File: config.mk
export PLATFORM = sky130hd
export DESIGN_NAME = hid_descriptor_item_framer_top
export DESIGN_NICKNAME = d
export VERILOG_FILES = /design/src/hdl/hdif_pkg.sv /design/src/hdl/hdif_framer.sv /design/src/hdl/hdif_out_stage.sv /design/src/hdl/hid_descriptor_item_framer_top.sv
export SDC_FILE = /design/constraint.sdc
export NUM_CORES = 1
export LEC_CHECK = 0
export BUFFER_PORTS_ARGS = -buffer_cell sky130_fd_sc_hd__buf_2
export CAP_MARGIN = 10
export CORE_MARGIN = 2
export CORE_UTILIZATION = 50
export CTS_CLUSTER_DIAMETER = 80
export DETAILED_ROUTE_END_ITERATION = 16
export PLACE_DENSITY = 0.7
export SLEW_MARGIN = 10
export SYNTH_ARGS = -nofsm -noshare
export SYNTH_HDL_FRONTEND = slang
export SYNTH_SLANG_ARGS = --single-unit
File: constraint.sdc
create_clock -name clk -period 6.1 [get_ports clk]
set_input_delay 1.83 -clock clk [delete_from_list [all_inputs] [get_ports clk]]
set_output_delay 1.83 -clock clk [all_outputs]
set_load 0.01 [all_outputs]
File: src/hdl/hdif_pkg.sv
`default_nettype none
package hdif_pkg;

	// width of the descriptor byte offset counter
	localparam int unsigned OFFSET_BITS = 16;
	localparam int unsigned ITEM_OFFSET_W = 16;

	localparam logic [1:0] ST_OK        = 2'd0;
	localparam logic [1:0] ST_TRUNCATED = 2'd1;
	localparam logic [1:0] ST_BAD_TAG   = 2'd2;

	localparam logic [1:0] TYPE_MAIN     = 2'd0;
	localparam logic [1:0] TYPE_RESERVED = 2'd3;

	localparam logic [7:0] LONG_PREFIX   = 8'hFE;
	localparam logic [1:0] SIZE_CODE_4   = 2'd3;
	localparam logic [3:0] MIN_MAIN_TAG  = 4'h8;

	typedef struct packed {
		logic                     valid;
		logic                     is_long_item;
		logic [1:0]               item_class;
		logic [7:0]               item_tag;
		logic [7:0]               data_length;
		logic [31:0]              data_value;
		logic [ITEM_OFFSET_W-1:0] item_offset;
		logic [1:0]               status;
	} hdif_result_t;

	// cap the internal offset at the 16-bit reporting range
	function automatic logic [ITEM_OFFSET_W-1:0] cap_offset(input logic [OFFSET_BITS-1:0] v);
		logic [31:0] w;
		w = 32'(v);
		return (w > 32'h0000_FFFF) ? 16'hFFFF : w[ITEM_OFFSET_W-1:0];
	endfunction

endpackage
`default_nettype wire

File: src/hdl/hdif_framer.sv
`default_nettype none
module hdif_framer (
	input  wire logic                 clk,
	input  wire logic                 arst_n,
	input  wire logic                 step,
	input  wire logic [7:0]           in_byte,
	input  wire logic                 end_of_descriptor,
	output hdif_pkg::hdif_result_t    res
);
	import hdif_pkg::*;

	localparam logic [2:0] PH_PREFIX     = 3'd0;
	localparam logic [2:0] PH_SHORT_DATA = 3'd1;
	localparam logic [2:0] PH_LONG_SIZE  = 3'd2;
	localparam logic [2:0] PH_LONG_TAG   = 3'd3;
	localparam logic [2:0] PH_LONG_DATA  = 3'd4;
	localparam logic [2:0] PH_DROP       = 3'd5;

	logic [2:0]             phase_q, phase_d, phase_w;
	logic [7:0]             bytes_left_q, bytes_left_d, bytes_left_w;
	logic [31:0]            accum_q, accum_d;
	logic [1:0]             type_q, type_d;
	logic [7:0]             tag_q, tag_d;
	logic [7:0]             len_q, len_d;
	logic [OFFSET_BITS-1:0] pos_q, pos_d, pos_w;
	logic [OFFSET_BITS-1:0] start_q, start_d;

	logic       emit, emit_long;
	logic [1:0] emit_status;
	logic [1:0] size_code, pfx_type;
	logic [3:0] pfx_tag;
	logic [7:0] n_bytes;
	logic [1:0] idx;

	always_comb begin
		size_code   = in_byte[1:0];
		pfx_type    = in_byte[3:2];
		pfx_tag     = in_byte[7:4];
		n_bytes     = (size_code == SIZE_CODE_4) ? 8'd4 : 8'(size_code);
		idx         = 2'(len_q - bytes_left_q);
		phase_w     = phase_q;
		bytes_left_w = bytes_left_q;
		accum_d     = accum_q;
		type_d      = type_q;
		tag_d       = tag_q;
		len_d       = len_q;
		start_d     = start_q;
		emit        = 1'b0;
		emit_long   = 1'b0;
		emit_status = ST_OK;

		unique case (phase_q)
			PH_PREFIX: begin
				start_d = pos_q;
				accum_d = '0;
				if (in_byte == LONG_PREFIX) begin
					type_d       = TYPE_RESERVED;
					tag_d        = '0;
					len_d        = '0;
					bytes_left_w = '0;
					phase_w      = PH_LONG_SIZE;
				end else begin
					type_d       = pfx_type;
					tag_d        = 8'(pfx_tag);
					len_d        = n_bytes;
					bytes_left_w = n_bytes;
					if (pfx_type == TYPE_MAIN && pfx_tag < MIN_MAIN_TAG) begin
						emit        = 1'b1;
						emit_status = ST_BAD_TAG;
						phase_w     = PH_DROP;
					end else if (n_bytes == 8'd0) begin
						emit = 1'b1;
					end else begin
						phase_w = PH_SHORT_DATA;
					end
				end
			end
			PH_SHORT_DATA: begin
				accum_d      = accum_q | (32'(in_byte) << {idx, 3'b000});
				bytes_left_w = bytes_left_q - 8'd1;
				if (bytes_left_w == 8'd0) begin
					emit    = 1'b1;
					phase_w = PH_PREFIX;
				end
			end
			PH_LONG_SIZE: begin
				len_d   = in_byte;
				phase_w = PH_LONG_TAG;
			end
			PH_LONG_TAG: begin
				tag_d        = in_byte;
				bytes_left_w = len_q;
				if (len_q == 8'd0) begin
					emit      = 1'b1;
					emit_long = 1'b1;
					phase_w   = PH_PREFIX;
				end else begin
					phase_w = PH_LONG_DATA;
				end
			end
			PH_LONG_DATA: begin
				bytes_left_w = bytes_left_q - 8'd1;
				if (bytes_left_w == 8'd0) begin
					emit      = 1'b1;
					emit_long = 1'b1;
					phase_w   = PH_PREFIX;
				end
			end
			PH_DROP: begin
			end
			default: begin
				phase_w = PH_PREFIX;
			end
		endcase

		// saturate the offset counter
		pos_w = (pos_q != '1) ? pos_q + OFFSET_BITS'(1) : pos_q;

		phase_d      = phase_w;
		bytes_left_d = bytes_left_w;
		pos_d        = pos_w;
		if (end_of_descriptor) begin
			// an unfinished item is reported as truncated
			if (!emit && phase_w != PH_PREFIX && phase_w != PH_DROP) begin
				emit        = 1'b1;
				emit_status = ST_TRUNCATED;
				emit_long   = (phase_w == PH_LONG_SIZE) || (phase_w == PH_LONG_TAG) ||
					(phase_w == PH_LONG_DATA);
			end
			phase_d      = PH_PREFIX;
			bytes_left_d = '0;
			pos_d        = '0;
		end

		res.valid        = step & emit;
		res.is_long_item = emit_long;
		res.item_class   = type_d;
		res.item_tag     = tag_d;
		res.data_length  = len_d;
		res.data_value   = emit_long ? 32'd0 : accum_d;
		res.item_offset  = cap_offset(start_d);
		res.status       = emit_status;
	end

	always_ff @(posedge clk or negedge arst_n) begin
		if (!arst_n) begin
			phase_q      <= PH_PREFIX;
			bytes_left_q <= '0;
			accum_q      <= '0;
			type_q       <= '0;
			tag_q        <= '0;
			len_q        <= '0;
			pos_q        <= '0;
			start_q      <= '0;
		end else if (step) begin
			phase_q      <= phase_d;
			bytes_left_q <= bytes_left_d;
			accum_q      <= accum_d;
			type_q       <= type_d;
			tag_q        <= tag_d;
			len_q        <= len_d;
			pos_q        <= pos_d;
			start_q      <= start_d;
		end
	end

	a_eod_restart: assert property (@(posedge clk) disable iff (!arst_n)
		step && end_of_descriptor |=> phase_q == PH_PREFIX && pos_q == '0)
		else $error("framer did not restart after end of descriptor");

	a_bad_tag_on_prefix: assert property (@(posedge clk) disable iff (!arst_n)
		res.valid && res.status == ST_BAD_TAG |-> phase_q == PH_PREFIX && !res.is_long_item)
		else $error("bad main tag reported outside a prefix beat");

endmodule
`default_nettype wire

File: src/hdl/hdif_out_stage.sv
`default_nettype none
module hdif_out_stage (
	input  wire logic              clk,
	input  wire logic              arst_n,
	input  wire hdif_pkg::hdif_result_t res,
	output logic                   can_take,
	output logic                   m_tvalid,
	input  wire logic              m_tready,
	output logic [63:0]            m_tdata,
	output logic [4:0]             m_tuser
);
	import hdif_pkg::*;

	hdif_result_t held_q;

	assign can_take = !m_tvalid || m_tready;

	always_ff @(posedge clk or negedge arst_n) begin
		if (!arst_n) begin
			m_tvalid <= 1'b0;
		end else if (can_take) begin
			m_tvalid <= res.valid;
		end
	end

	// payload holds while the beat waits
	always_ff @(posedge clk) begin
		if (can_take && res.valid) begin
			held_q <= res;
		end
	end

	assign m_tdata = {held_q.item_offset, held_q.data_value, held_q.data_length,
		held_q.item_tag};
	assign m_tuser = {held_q.status, held_q.item_class, held_q.is_long_item};

	a_no_overwrite: assert property (@(posedge clk) disable iff (!arst_n)
		m_tvalid && !m_tready && res.valid |-> !can_take)
		else $error("waiting result beat overwritten");

endmodule
`default_nettype wire

File: src/hdl/hid_descriptor_item_framer_top.sv
// Channel | dir | tdata (low bit up)                                     | tuser / tlast
// s_*     | in  | in_byte[7:0]                                           | tlast = end_of_descriptor
// m_*     | out | item_tag[7:0], data_length[15:8], data_value[47:16],   | tuser = is_long_item[0],
//         |     | item_offset[63:48]                                     | item_class[2:1], status[4:3]
//
// One descriptor byte per clock while the output is not stalled: a beat is
// registered at the input, framed by the byte state machine and its result
// (if any) lands in the output register. The framing state and offset
// counter are the only feedback loop.
// Reset clears the input and output valid flags and all framing state.
// A stalled output holds its beat; the input register then stops advancing
// and s_tready drops once it is full.
`default_nettype none
module hid_descriptor_item_framer_top (
	input  wire logic        clk,
	input  wire logic        arst_n,
	input  wire logic        s_tvalid,
	output logic             s_tready,
	input  wire logic [7:0]  s_tdata,   // in_byte
	input  wire logic        s_tlast,   // end_of_descriptor
	output logic             m_tvalid,
	input  wire logic        m_tready,
	output logic [63:0]      m_tdata,   // item_tag, data_length, data_value, item_offset
	output logic [4:0]       m_tuser    // is_long_item, item_class, status
);
	import hdif_pkg::*;

	logic         valid_s1;
	logic [7:0]   byte_s1;
	logic         last_s1;
	logic         can_take;
	logic         advance;
	hdif_result_t res;

	// advance the held byte only when the output register can take a result
	assign advance  = valid_s1 && can_take;
	assign s_tready = !valid_s1 || advance;

	always_ff @(posedge clk or negedge arst_n) begin
		if (!arst_n) begin
			valid_s1 <= 1'b0;
		end else if (s_tready) begin
			valid_s1 <= s_tvalid;
		end
	end

	always_ff @(posedge clk) begin
		if (s_tready && s_tvalid) begin
			byte_s1 <= s_tdata;
			last_s1 <= s_tlast;
		end
	end

	hdif_framer u_framer (
		.clk               (clk),
		.arst_n            (arst_n),
		.step              (advance),
		.in_byte           (byte_s1),
		.end_of_descriptor (last_s1),
		.res               (res)
	);

	hdif_out_stage u_out (
		.clk      (clk),
		.arst_n   (arst_n),
		.res      (res),
		.can_take (can_take),
		.m_tvalid (m_tvalid),
		.m_tready (m_tready),
		.m_tdata  (m_tdata),
		.m_tuser  (m_tuser)
	);

	a_hold_byte: assert property (@(posedge clk) disable iff (!arst_n)
		valid_s1 && !advance |=> valid_s1 && $stable(byte_s1))
		else $error("stalled input byte lost");

endmodule
`default_nettype wire
* Word-level counts from Yosys, hierarchy flattened
Cells that the tools add are included.
Operators by class: mux-type cells 36, reductions and logical operators 24, $lt $le $gt $ge 1, equal/unequal tests 12, bitwise operators 2, add/subtract/negate cells 3, shifts and indexed selects 1
Operator list (number):
- one-hot mux 32 bit (2 select lines) | 1
- two-way mux 16 bit | 3
- OR 32 bit | 1
- one-hot mux 8 bit (2 select lines) | 2
- left shift 8 x 5 -> 32 bit | 1
- logical NOT 8 bit | 3
- one-hot mux 8 bit (3 select lines) | 1
- two-way mux 3 bit | 7
- adder 16 x 1 -> 16 bit (second input constant) | 1
- two-way mux 8 bit | 2
- != test 16 bit (second input constant) | 1
- one-hot mux 3 bit (5 select lines) | 1
- two-way mux 2 bit | 7
- equality test 3 x 2 -> 1 bit (second input constant) | 4
- equality test 3 bit (second input constant) | 3
- two-way mux 1 bit | 9
- equality test 8 bit (second input constant) | 1
- subtractor 8 x 1 -> 8 bit (second input constant) | 1
- logical AND 1 bit | 6
- logical OR 1 bit | 4
- less-than comparator 4 bit (second input constant) | 1
- two-way mux 4 bit | 1
- AND reduction 2 bit | 2
- nonzero test 4 bit | 1
- other kinds (13) | 15
Storage, ports and cells: output and inout port bits 71, bits in registers 173, input port bits 13, logic and storage cells 98

* Depth between registers and ports, before layout
Gate-level depths: netlist of run 1.
word-level depth 14, gate-level depth with buffers 9

* Hierarchy
Synthesis of run 1 repeated with hierarchy kept, for this count alone.
Unflattened totals: cell total of the unflattened synthesis 688, area, all modules 7572.3 um2
Modules (own cells, without submodules):
- hdif_framer | area each 5116.2 um2, cells each 601, times used 1, seq. area each 2327.2 um2
- hdif_out_stage | area each 2125.8 um2, cells each 73, times used 1, seq. area each 2097.0 um2
- hid_descriptor_item_framer_top | area each 330.3 um2, cells each 14, times used 1, seq. area each 295.3 um2

* Worst setup path before layout of run 1
Ideal clock, no wire load.
kind in2reg, start input port m_tready, end register u_out.held_q (netlist bit u_out.m_tdata[0]) (enable), data arrival time 4390 ps, stages on the path 6, path buffers 2, slack 1277 ps, path through nand2b_1 and2_1 clkbuf_1 clkbuf_1 o31a_2 o21a_1
On the way: cells in the longest elaborated chain, start to end 4
Ends and longest elaborated chain:
- start, declared | line hid_descriptor_item_framer_top.sv:22 | input wire logic m_tready,
- logical OR 1 bit (*) | line hdif_out_stage.sv:16 | assign can_take = !m_tvalid || m_tready;
- logical AND 1 bit | line hid_descriptor_item_framer_top.sv:36 | assign advance = valid_s1 && can_take;
- bitwise AND 1 bit | line hdif_framer.sv:135 | res.valid = step & emit;
- logical AND 1 bit (*) | line hdif_out_stage.sv:28 | if (can_take && res.valid) begin
- end signal, assigned | line hdif_out_stage.sv:29 | held_q <= res;
- end, declared | line hdif_out_stage.sv:14 | hdif_result_t held_q;
Every way passes the cells marked *; elsewhere a longest branch is shown, timed or not. A chain may end at the register's enable or synchronous reset.

* Worst setup path in the final report of run 1
start input port m_tready, end output port s_tready
On the way: cells in the longest elaborated chain, start to end 3
Ends and longest elaborated chain:
- logical OR 1 bit | line hdif_out_stage.sv:16
- logical AND 1 bit | line hid_descriptor_item_framer_top.sv:36
- logical OR 1 bit | line hid_descriptor_item_framer_top.sv:37 | assign s_tready = !valid_s1 || advance;
- end, declared | line hid_descriptor_item_framer_top.sv:18 | output logic s_tready,
Every way passes these cells.

==> impl_metrics.csv, run 1 <==
group,metric,value,unit
cts,ctsResizeCount,0,
cts,clk_pin_slew,60,ps
sta,max_freq,235,MHz
cts,clkLatencyLatePin,430,ps
setup_path,arrival,2430,ps
sta,maxSlewViolCount,0,
cts,cts_hold_buf,0,
setup_path,rrSetupSlack,2110,ps
routing,wl_met1,8070,microns
min_path,hold_end,"u_framer.start_q[6]",
setup_path,start_kind,"input port",
cts,clockBufferDepth,2,
place,place.gp.congestion,0.887,
logic_synthesis,ys_seq_elements,173,
place,place.port_buffers,83,
routing,dr_wl_met3,1090,microns
setup_path,cp_cell_sequence,"buf_2, nor2b_1, nand2_1, buf_2",
setup_path,path_buf_inv,2,
sta,finalSetupTns,0,ps
setup_path,critPathMostFrequentCell,"buf_2",
floorplan,chipHeight,129,microns
place,place_inst,910,
cts,cts_setup_buffers,0,
floorplan,core.rowCount,45,
global_routing,grt_pass1_wl,28800,microns
logic_synthesis,synth.distinct_cells,61,
global_routing,antenna_found_initial,0,
routing,top_layer,"met4",
setup_path,worstSetupPathType,"input port to output pin",
global_routing,grt_usage,22.5,%
sta,rsz0062_at_grt,"false",
logic_synthesis,synth_edf_count,78,
floorplan,die-area,16600,sq um
routing,drt-total-wl,17700,microns
cells_and_area,final_common_cell,"nand2_1",
setup_path,worst_r2r_path_depth,6,
setup_path,cp.required,4270,ps
pwr,power.density,478,nW/um^2
routing,wl_per_cell,18.8,microns
routing,vias,5650,
cells_and_area,antennaDiodeCount,0,
sta,hold_viol,0,
routing,route.met2.wl,8360,microns
sta,hold-worst-slack,471,ps
logic_synthesis,synth_seq_area_share,60.7,%
cells_and_area,final_cells,942,
setup_path,critPathTopFamily,"simple AND/OR/NAND/NOR gates",
cts,cts-root-buf,"clkbuf_16",
logic_synthesis,mappedNetlistArea,7780,sq um
setup_path,r2r_end,"u_out.m_tdata[15]",
routing,antenna_left,0,
place,place_hpwl,11500,microns
sta,finalSetupViolations,0,
logic_synthesis,ys_warn_count,0,
pwr,power.total,4.26,mW
setup_path,r2r-start,"u_framer.phase_q[1]",
cells_and_area,syn_to_final_growth,14.6,%
global_routing,overflow,0,
setup_path,path_max_fanout,4,
setup_path,end_kind,"output pin",
cells_and_area,mostFrequentLayoutCells,"nand2_1, dfrtp_1, buf_2",
cts,cts_tree,"done",
pwr,ir_worst_vdd,235,uV
floorplan,coreArea,15200,sq um
sta,relSlewSlack,16.9,%
global_routing,grt_pass1_vias,5401,
routing,dr.pass1.iters,5,
cts,cts_buffers,17,
min_path,min_from,"u_framer.start_q[6]",
logic_synthesis,async_flop_share,54.9,%
setup_path,critPathMaxStageDelay,210,ps
cells_and_area,fin_nets,758,
global_routing,grt_max_degree,63,
min_path,holdPathStages,2,
sta,skew,9.67,ps
floorplan,initial_utilization,51.2,%
logic_synthesis,syn_avg_cell_area,11.5,sq um
logic_synthesis,synth-main-ff-cell,"dfrtp_1",
cells_and_area,drive_gt1_share,21.8,%
cells_and_area,fillers,1263,
logic_synthesis,synthCells,677,
setup_path,cp_slowest_cell,"nor2b_1",
cts,cts_htree_levels,4,
job,drv_cap,0,
min_path,hold_path_class,"flip-flop to flip-flop",
sta,post-route-period-util,69.8,%
floorplan,dieWidth,129,microns
routing,drc,0,
logic_synthesis,syn-num-nets,694,
routing,viasPerCell,6.00,
cts,cts.sinks,173,
floorplan,io_pins,84,
sta,post-route-min-period,4260,ps
routing,dr.first_iter.drc_count,460,
outcome,outcome,"finished clean",
sta,tightest_slew,1240,ps
pwr,p_leak,3.84,nW
power breakdown:
group / internal, mW / total (mW) / switching (mW)
clock network: 0.644 / 1.10 / 0.459
registers: 1.59 / 1.79 / 0.199
logic: 0.523 / 1.36 / 0.841
worst min-delay path: cells and delay by family (launching register included):
family / cells / cell delay (ps)
flip-flops: 1 / 340
AND/OR/NAND/NOR: 2 / 100
final cells by class:
class                      count  area, sq um  area share [%]
sequential                   173         4720            52.9
inverter                      13         48.8           0.547
timing repair buffer          91          490            5.50
clock buffer                  21          472            5.29
multi-input combinational    445         2820            31.7
clock inverter                11          126            1.42
tap                          188          235            2.64
flip-flops by register name, indices dropped and copies added (netlist names), 5 cells and up:
| register | count |
|---|---|
| u_out.m_tdata | 64 |
| u_framer.accum_q | 32 |
| u_framer.pos_q | 16 |
| u_framer.start_q | 16 |
| byte_s1 | 8 |
| u_framer.bytes_left_q | 8 |
| u_framer.len_q | 8 |
| u_framer.tag_q | 8 |
| u_out.m_tuser | 5 |
cell usage after synthesis (5+ instances only):
| cell | n | area, sq um |
|---|---|---|
| a21oi_1 | 21 | 105 |
| a22o_1 | 34 | 298 |
| a22oi_1 | 34 | 255 |
| and2_1 | 7 | 43.8 |
| clkbuf_1 | 39 | 146 |
| dfrtp_1 | 95 | 2380 |
| edfxtp_1 | 78 | 2340 |
| inv_1 | 13 | 48.8 |
| mux2_2 | 25 | 282 |
| nand2_1 | 113 | 424 |
| nand3_1 | 7 | 35.0 |
| nand4_1 | 6 | 37.5 |
| nor2_1 | 21 | 78.8 |
| nor3_1 | 39 | 195 |
| nor4_1 | 5 | 31.3 |
| o21ai_0 | 38 | 190 |
| o31ai_1 | 8 | 60.1 |
| or3_1 | 7 | 43.8 |
| or4_1 | 8 | 60.1 |
| xnor2_1 | 5 | 43.8 |
how the worst max path moves through the flow:
stage / endpoint / start / slack, ps / cells after the start
6_report: s_tready / m_tready / 1840 / 4
5_1_grt: s_tready / m_tready / 1800 / 4
4_1_cts: s_tready / m_tready / 1850 / 4
3_5_place_dp: u_out.m_tdata[10] / m_tready / 1840 / 7
3_3_place_gp: s_tready / m_tready / 1880 / 4
2_1_floorplan: u_out.m_tdata[0] / m_tready / 1280 / 6
cells by family (layout without fill, tap and decap cells):
logic type | count (synthesis) | count (layout) | synth area share, %
AND/OR/NAND/NOR | 240 | 240 | 15.2
multiplexers | 27 | 27 | 3.88
XOR/XNOR | 8 | 8 | 1.08
adder cells (fa/ha/maj) | 4 | 4 | 0.643
buffers and inverters | 59 | 136 | 3.17
flip-flops | 173 | 173 | 60.7
AO/OA/AOI/OAI | 166 | 166 | 15.3
through the flow:
step | worst slack, ps | cell area, sq um | util, %
after floorplan | 1280 | 7780 | -
after global placement | 1880 | 8320 | 54.7
after detailed placement | 1840 | 8320 | 54.7
after CTS | 1850 | 8920 | 58.7
after global routing | 1800 | 8920 | 58.7
final | 1840 | 8920 | 58.7
routing by layer:
layer | GRT usage (%) | vias to the layer above
met4 | 6.71 | 0
met3 | 4.66 | 16
met2 | 34.4 | 211
li1 | - | 2659
met5 | 0 | -
met1 | 32.6 | 2764
No activity file was read; power rests on OpenSTA's default activity.
==> inputs of run 2 (changes only) <==
--- a/config.mk
+++ b/config.mk
@@ -11,7 +11,7 @@
 export CORE_UTILIZATION = 50
 export CTS_CLUSTER_DIAMETER = 80
 export DETAILED_ROUTE_END_ITERATION = 16
-export PLACE_DENSITY = 0.7
+export PLACE_DENSITY = 0.72
 export SLEW_MARGIN = 10
 export SYNTH_ARGS = -nofsm -noshare
 export SYNTH_HDL_FRONTEND = slang
==> constraint.sdc (replaced) <==
create_clock -name clk -period 3.59 [get_ports clk]
set_input_delay 1.077 -clock clk [delete_from_list [all_inputs] [get_ports clk]]
set_output_delay 1.077 -clock clk [all_outputs]
set_load 0.01 [all_outputs]
==> run 2 against run 1 <==
  * Register-to-register slack got worse by 1800 ps
  * Hold slack got worse by 1.4 ps
  * Final cell count increased by 1.3%
  * First-iteration DRC count increased by 19%
  * Clock skew decreased by 2.4 ps
  * Via count increased by 1.4%
  * Combinational power increased by 76%
  * Count of clock-buffer cells in the layout unchanged
  * Flip-flop and latch count unchanged
  * Clock power increased by 69%
  * Sequential power increased by 68%
  * Largest power group unchanged
  * Highest routed layer unchanged
==> impl_metrics.csv, run 2 (same netlist as run 1, synthesis figures left out) <==
group,metric,value,unit
setup_path,cp.required,3700,ps
setup_path,end_kind,"flip-flop",
cts,clkLatencyLatePin,440,ps
setup_path,arrival,3400,ps
pwr,p_sw,2.53,mW
floorplan,coreArea,15200,sq um
pwr,p_int,4.73,mW
floorplan,initial_utilization,51.2,%
cts,clk_pin_slew,60,ps
job,drv_cap,0,
cts,cts_hold_buf,0,
setup_path,path_max_fanout,57,
sta,finalSetupViolations,0,
sta,tightest_slew,943,ps
cells_and_area,fin_nets,770,
sta,relSlewSlack,36.6,%
pwr,ir_worst_vdd,422,uV
pwr,clkPwrFrac,25.7,%
floorplan,dieWidth,129,microns
cells_and_area,syn_to_final_growth,15.9,%
pwr,swShare,34.8,%
cts,cts.sinks,173,
pwr,p_leak,3.89,nW
floorplan,die-area,16600,sq um
global_routing,grt_pass1_wl,28900,microns
cells_and_area,fillers,1252,
global_routing,overflow,0,
pwr,power_frac_comb,32.9,%
routing,vias,5730,
sta,hold_viol,0,
cells_and_area,largest_register_ffs,64,
setup_path,start_kind,"flip-flop",
pwr,seqPwrFrac,41.4,%
routing,antenna_left,0,
routing,drt-total-wl,17800,microns
place,place_hpwl,11500,microns
cells_and_area,antennaDiodeCount,0,
pwr,power.density,806,nW/um^2
sta,post-route-min-period,3290,ps
routing,dr.first_iter.drc_count,548,
global_routing,grt_pass1_vias,5541,
cts,cts_buffers,17,
place,place.port_buffers,83,
sta,finalSetupTns,0,ps
global_routing,antenna_found_initial,0,
sta,post-route-period-util,91.7,%
sta,maxSlewViolCount,0,
cells_and_area,final_common_cell,"nand2_1",
cells_and_area,mostFrequentLayoutCells,"nand2_1, dfrtp_1, buf_2",
cts,cts_htree_levels,4,
floorplan,core.rowCount,45,
cells_and_area,drive_gt1_share,22.7,%
global_routing,grt_max_degree,96,
outcome,outcome,"finished clean",
routing,wl_per_cell,18.6,microns
cts,cts_setup_buffers,0,
routing,drc,0,
sta,rsz0062_at_grt,"false",
floorplan,io_pins,84,
sta,skew,7.31,ps
routing,dr.pass1.iters,5,
global_routing,grt_usage,22.5,%
cts,cts-root-buf,"clkbuf_16",
sta,max_freq,304,MHz
min_path,hold_path_class,"flip-flop to flip-flop",
place,place.gp.congestion,0.937,
cts,clockBufferDepth,2,
routing,viasPerCell,6.01,
cts,cts_tree,"done",
cts,ctsResizeCount,0,
setup_path,worstSetupPathType,"flip-flop to flip-flop",
sta,hold-worst-slack,470,ps
floorplan,chipHeight,129,microns
## run 2: cell types whose count changed in the layout (fill, tap and decap cells not counted), moves of 2 or more
cell	delta
buf_4	+11
clkinv_2	+2
inv_4	-3
inv_6	-4
## run 2: through the flow
| stage | cell area [sq um] | instances | util (%) | power, mW | setup slack (ps) |
|---|---|---|---|---|---|
| after CTS | 9010 | 954 | 59.3 | 7.29 | 274 |
| after global routing | 9010 | 954 | 59.3 | 7.67 | 106 |
| after floorplan | 7780 | 677 | - | 4.65 | 214 |
| after detailed placement | 8420 | 922 | 55.4 | 5.40 | 324 |
| final | 9010 | 954 | 59.3 | 7.26 | 297 |
| after global placement | 8420 | 922 | 55.4 | 5.32 | 436 |
## run 2: path summary, 6_finish.rpt
path	from	to	slack (ps)	depth (start not counted)
worst max register to register	u_framer.bytes_left_q[1]	u_out.m_tdata[22]	300	8
worst min-delay path	u_framer.start_q[1]	u_framer.start_q[1]	470	2
max in group asynchronous	arst_n	u_framer.accum_q[1]	2460	2
min in group asynchronous	arst_n	u_framer.len_q[2]	650	2
worst max-delay path	u_framer.bytes_left_q[1]	u_out.m_tdata[22]	300	8
worst min register to register	u_framer.start_q[1]	u_framer.start_q[1]	470	2
## run 2: power groups by stage
stage / clock, mW / sequential, mW / combinational (mW)
global placement: 0 / 3.01 / 2.31
floorplan: 0 / 3.08 / 1.57
detailed placement: 0 / 3.03 / 2.37
CTS: 1.90 / 3.00 / 2.40
global route: 1.97 / 3.07 / 2.63
finish: 1.86 / 3.01 / 2.39
## run 2: final cells by class
class | instances | area, sq um | area share [%]
flip-flops and latches | 173 | 4720 | 52.4
clock inverters | 11 | 144 | 1.60
well taps | 188 | 235 | 2.61
clock buffers | 21 | 450 | 5.00
inverters | 13 | 48.8 | 0.541
repair buffers | 103 | 593 | 6.58
multi-input cells | 445 | 2820 | 31.3
## run 2: metal layers
| layer | up-vias | global-route usage [%] | share of wire (%) |
|---|---|---|---|
| li1 | 2682 | - | - |
| met1 | 2812 | 30.8 | 45 |
| met2 | 207 | 35.6 | 47 |
| met3 | 29 | 5.07 | 6.1 |
| met4 | 0 | 8.50 | 1.7 |
| met5 | - | 0 | 0 |
## run 2: critical path: stages (launching register included)
cell     delay (ps)
dfrtp_1         460
inv_1           110
ha_1            190
or3b_4          420
or4_4           460
and3_2          230
o22ai_1         290
o21a_2          440
buf_12          340
